### config.mk
export PLATFORM = sky130hd
export DESIGN_NAME = mmps_idx_map
export DESIGN_NICKNAME = d
export VERILOG_FILES = /design/src/rtl/mmps_pkg.sv /design/src/rtl/mmps_idx_map.sv
export SDC_FILE = /design/constraint.sdc
export NUM_CORES = 1
export LEC_CHECK = 0
export ABC_CLOCK_PERIOD_IN_PS = 2100
export BUFFER_PORTS_ARGS = -buffer_cell sky130_fd_sc_hd__buf_2
export CAP_MARGIN = 20
export CELL_PAD_IN_SITES_DETAIL_PLACEMENT = 0
export CELL_PAD_IN_SITES_GLOBAL_PLACEMENT = 1
export CORE_AREA = 2 2 39 41
export DETAILED_ROUTE_END_ITERATION = 8
export DIE_AREA = 0 0 41 43
export PLACE_DENSITY_LB_ADDON = 0.1
export SLEW_MARGIN = 20
export SYNTH_ARGS = -nofsm -noshare
export SYNTH_HDL_FRONTEND = slang
export SYNTH_SLANG_ARGS = --single-unit
### constraint.sdc
create_clock -name vclk -period 2.1
set_input_delay 0.105 -clock vclk [all_inputs]
set_output_delay 0.105 -clock vclk [all_outputs]
set_load 0.03 [all_outputs]
### src/rtl/mmps_pkg.sv
// ----------------------------------------------------------------------------
// mmps_pkg
// Shared types and constants for the min/max priority set: field widths,
// operation codes and status codes.
// ----------------------------------------------------------------------------
package mmps_pkg;

   localparam int CAPACITY_DEFAULT = 1024;
   localparam int OP_W             = 2;
   localparam int KEY_W            = 32;
   localparam int VALUE_W          = 32;
   localparam int COUNT_W          = 11;
   localparam int SUM_W            = 42;
   localparam int ENTRY_W          = KEY_W + VALUE_W;

   typedef enum logic [OP_W-1:0] {
      OP_INSERT     = 2'd0,
      OP_REMOVE_MIN = 2'd1,
      OP_REMOVE_MAX = 2'd2,
      OP_NONE       = 2'd3
   } op_type;

   typedef enum logic [1:0] {
      STATUS_DONE  = 2'd0,
      STATUS_DUP   = 2'd1,
      STATUS_FULL  = 2'd2,
      STATUS_EMPTY = 2'd3
   } status_type;

endpackage

### src/rtl/mmps_idx_map.sv
// ----------------------------------------------------------------------------
// mmps_idx_map
// Shared index unit: maps a logical position in the ordered ring to a
// physical RAM address, (head + position) modulo the capacity.
// ----------------------------------------------------------------------------
module mmps_idx_map #(
   parameter int CAPACITY = mmps_pkg::CAPACITY_DEFAULT
) (
   input  logic [$clog2(CAPACITY)-1:0] head,
   input  logic [$clog2(CAPACITY)-1:0] lidx,
   output logic [$clog2(CAPACITY)-1:0] phys
);

   localparam int AW = $clog2(CAPACITY);

   logic [AW:0] sum;

   // add, then fold back once: both operands stay below the capacity
   always_comb begin
      sum = {1'b0, head} + {1'b0, lidx};
      if (sum >= (AW+1)'(CAPACITY)) begin
         sum = sum - (AW+1)'(CAPACITY);
      end
      phys = sum[AW-1:0];
   end

endmodule

# After elaboration in Yosys (flattened, before gate mapping)
# Cells that the tools add are included.
dict set report totals {
  reg_bits 0
  word_cells 4
  output_inout_bits 10
  in_bits 20
}
dict set report op_classes {
  muxes 1
  magnitude_cmp 1
  n_addsub 2
}
# op n
set op_table {}
lappend op_table {{adder 10 x 10 -> 11 bit} 1}
lappend op_table {{>= comparator 11 bit, second input constant} 1}
lappend op_table {{two-way mux 10 bit} 1}
lappend op_table {{subtractor 10 x 1 -> 10 bit, second input constant} 1}

# Depth between registers and ports, before layout
dict set report logic_depth {
  word_depth 3
  mapped_depth 7
  mapped_depth_nobuf 7
}

# Least setup slack after synthesis
# Ideal clock, no wire load.
dict set report synth_path {
  path_type {input -> output}
  start {in head[0]}
  end {out phys[8]}
  required_time_ps 1995
  path_slack_ps 361
  arrival_ps 1634
  stages 7
  n_path_buf 0
  path_cell_list {ha_1 -> inv_1 -> fa_1 -> nand2b_1 -> a21oi_1 -> a221oi_2 -> xnor2_1}
}
dict set report synth_between {
  elab_chain_cells 3
  elab_cells_between_ends 4
  classes_between {add/sub: 2; order compare: 1; mux: 1}
}
# item line
set synth_rtl {}
lappend synth_rtl {{start, declared} mmps_idx_map.sv:9} ;# input logic [$clog2(CAPACITY)-1:0] head,
lappend synth_rtl {{adder 10 x 10 -> 11 bit (*)} mmps_idx_map.sv:20} ;# sum = {1'b0, head} + {1'b0, lidx};
lappend synth_rtl {{subtractor 10 x 1 -> 10 bit or >= comparator 11 bit (tied branches)} {mmps_idx_map.sv:22, mmps_idx_map.sv:21}}
lappend synth_rtl {{two-way mux 10 bit (*)} mmps_idx_map.sv:21} ;# if (sum >= (AW+1)'(CAPACITY)) begin
lappend synth_rtl {{end, declared} mmps_idx_map.sv:11} ;# output logic [$clog2(CAPACITY)-1:0] phys
# Mark *: on every way between the ends. The rest lies on a longest branch, timed or not.

# Worst setup path in the final report
# Ends and elaborated chain as after synthesis.

==> impl_metrics.yaml <==
worst_setup_path:
  path_max_fanout: 2
  cp.arrival_ps: 1600
  start_kind: "input port"
  criticalPathCategory: "input port to output pin"
  crit_start: "head[0]"
  cp.required_ps: 2000
  critPathCaptureType: "output pin"
synthesis:
  synth_area_leaders: "ha_1 29%, xnor2_1 16%, nand3_1 6.5%"
  syn_area_um2: 385
  postSynthAreaPerCell_um2: 7.56
  synthTopCellsByCount: "9 x ha_1, 7 x xnor2_1, 6 x inv_1, 5 x nand3_1"
  synth_top_area_share_pct: 29.2
  yosysWarnings: 0
  yosysSeqAreaShare_pct: 0
  syn_inst: 51
  ys_types: 17
  yosysTopAreaCell: "ha_1"
  yosysMostFrequentCell: "ha_1"
  synth_nets: 81
power:
  power_leakage_nw: 0.304
  power.density_nw_per_um2: 453
  p_int_uw: 93.6
  power.switching_uw: 158
  vdd_ir_drop_max_v: 0.000133
  clockPowerShare_pct: 0
  pwr-share-seq_pct: 0
  swShare_pct: 62.8
  pwr-share-comb_pct: 100.0
outcome:
  status: "finished, final reports clean"
placed_design:
  gp_routability_congestion: 0.705
  io_buffers: 30
  hpwl_um: 799
finish:
  utilization_pct: 40.1
  drive_gt1_share_pct: 38.3
  layout.nets: 113
  antennaDiodeCount: 0
  area_growth_pct: 44.2
  seq_area_um2: 0
  fill_cells: 157
  multiInputGateArea_um2: 363
  nClkBuffers: 0
  seq_cell_count: 0
floorplan:
  die_h_um: 43
  start_util_pct: 27.8
  ios: 30
  core_um2: 1380
  die_w_um: 41
  rows: 14
  die_area_um2: 1760
routing:
  routed-via-count: 452
  drt_first_iter_violations: 5
  vias_per_cell: 4.66
  first_pass_iters: 4
  routed_wl_um: 925
  drc: 0
  ant_nets: 0
  wl_per_cell_um: 9.54
sta:
  max_freq_mhz: 586
  hold_viol: 0
  tightest_slew_ps: 301
  setup_viol: 0
  timing.final.crit_share_pct: 81.3
  tns_ps: 0
  rsz0062_at_grt: "no"
  max_slew_margin_pct: 79.8
  fin_crit_ps: 1710
  drv_slew: 0
clock_network:
  cts_resized: 0
  hold_buffers: 0
  postCtsSetupRepairBufs: 0
global_routing:
  antenna_found_initial: 0
  grt_pass1_wl_um: 1440
  grt_pass1_vias: 383
  grt_overflow: 0
  grtUsageTotal_pct: 10.9
  grt_max_degree: 7
hold_path:
  holdPathStages: 3
  min_path_type: "input port to output pin"
  min_to: "phys[0]"
  hp-start: "lidx[0]"
run:
  maxCapViolCount: 0
==> kinds of logic (layout without fill, tap and decap cells) <==
logic type	count (synthesis)	in the layout	synth area share (%)
compound gates	13	13	23.7
xor+xnor	9	9	20.5
fa+ha+maj	10	10	34.4
buf+inv	6	36	5.84
simple gates	13	13	15.6
==> critical path, cell delays in order <==
cell	delay (ps)
buf_2	80
ha_1	150
inv_1	50
fa_1	380
nand2b_1	180
a21oi_1	220
a221oi_2	100
xnor2_1	130
buf_2	210
==> through the flow <==
stage	cell area, µm²	cells	hold slack (ps)	power [mW]	worst slack (ps)
after global routing	556	97	605	0.273	225
after detailed placement	556	97	583	0.253	382
after global placement	556	97	572	0.253	373
after floorplan	385	51	469	0.184	361
after CTS	556	97	586	0.253	379
final	556	97	579	0.252	392
==> cell usage in the layout (no fill, tap or decap) <==
master / synthesis / final
inv_1: 6 / 6
ha_1: 9 / 9
a21o_1: 2 / 2
buf_2: 0 / 30
nor2_1: 4 / 4
o21ai_0: 1 / 1
fa_1: 1 / 1
a31oi_1: 2 / 2
o221ai_1: 1 / 1
and2_1: 1 / 1
a221oi_2: 1 / 1
nand2b_1: 1 / 1
nand3_1: 5 / 5
xnor2_1: 7 / 7
xor2_1: 2 / 2
a21oi_1: 4 / 4
nand2_1: 2 / 2
o211ai_1: 2 / 2
==> layout make-up <==
| cell class | instances | share of cell area (%) |
|---|---|---|
| well taps | 16 | 3.60 |
| repair buffers | 30 | 27.0 |
| multi-input cells | 45 | 65.3 |
| inverters | 6 | 4.05 |
==> routing by layer <==
metal,GRT usage [%],share of wire [%]
met5,0,0
met4,0,0
met3,0,5.8
met2,20.0,50
met1,14.3,44
==> power by group through the flow <==
stage          Sequential [mW]  Clock (mW)  Combinational, mW
6_report                     0           0              0.252
5_1_grt                      0           0              0.273
4_1_cts                      0           0              0.253
3_5_place_dp                 0           0              0.253
3_3_place_gp                 0           0              0.253
2_1_floorplan                0           0              0.184
==> how the worst max path moves through the flow <==
stage               to  cells after the start
6_report       phys[8]                      9
5_1_grt        phys[8]                      9
4_1_cts        phys[6]                      9
3_5_place_dp   phys[6]                      9
3_3_place_gp   phys[8]                      9
2_1_floorplan  phys[8]                      7
(Power assumes the default switching activity.)
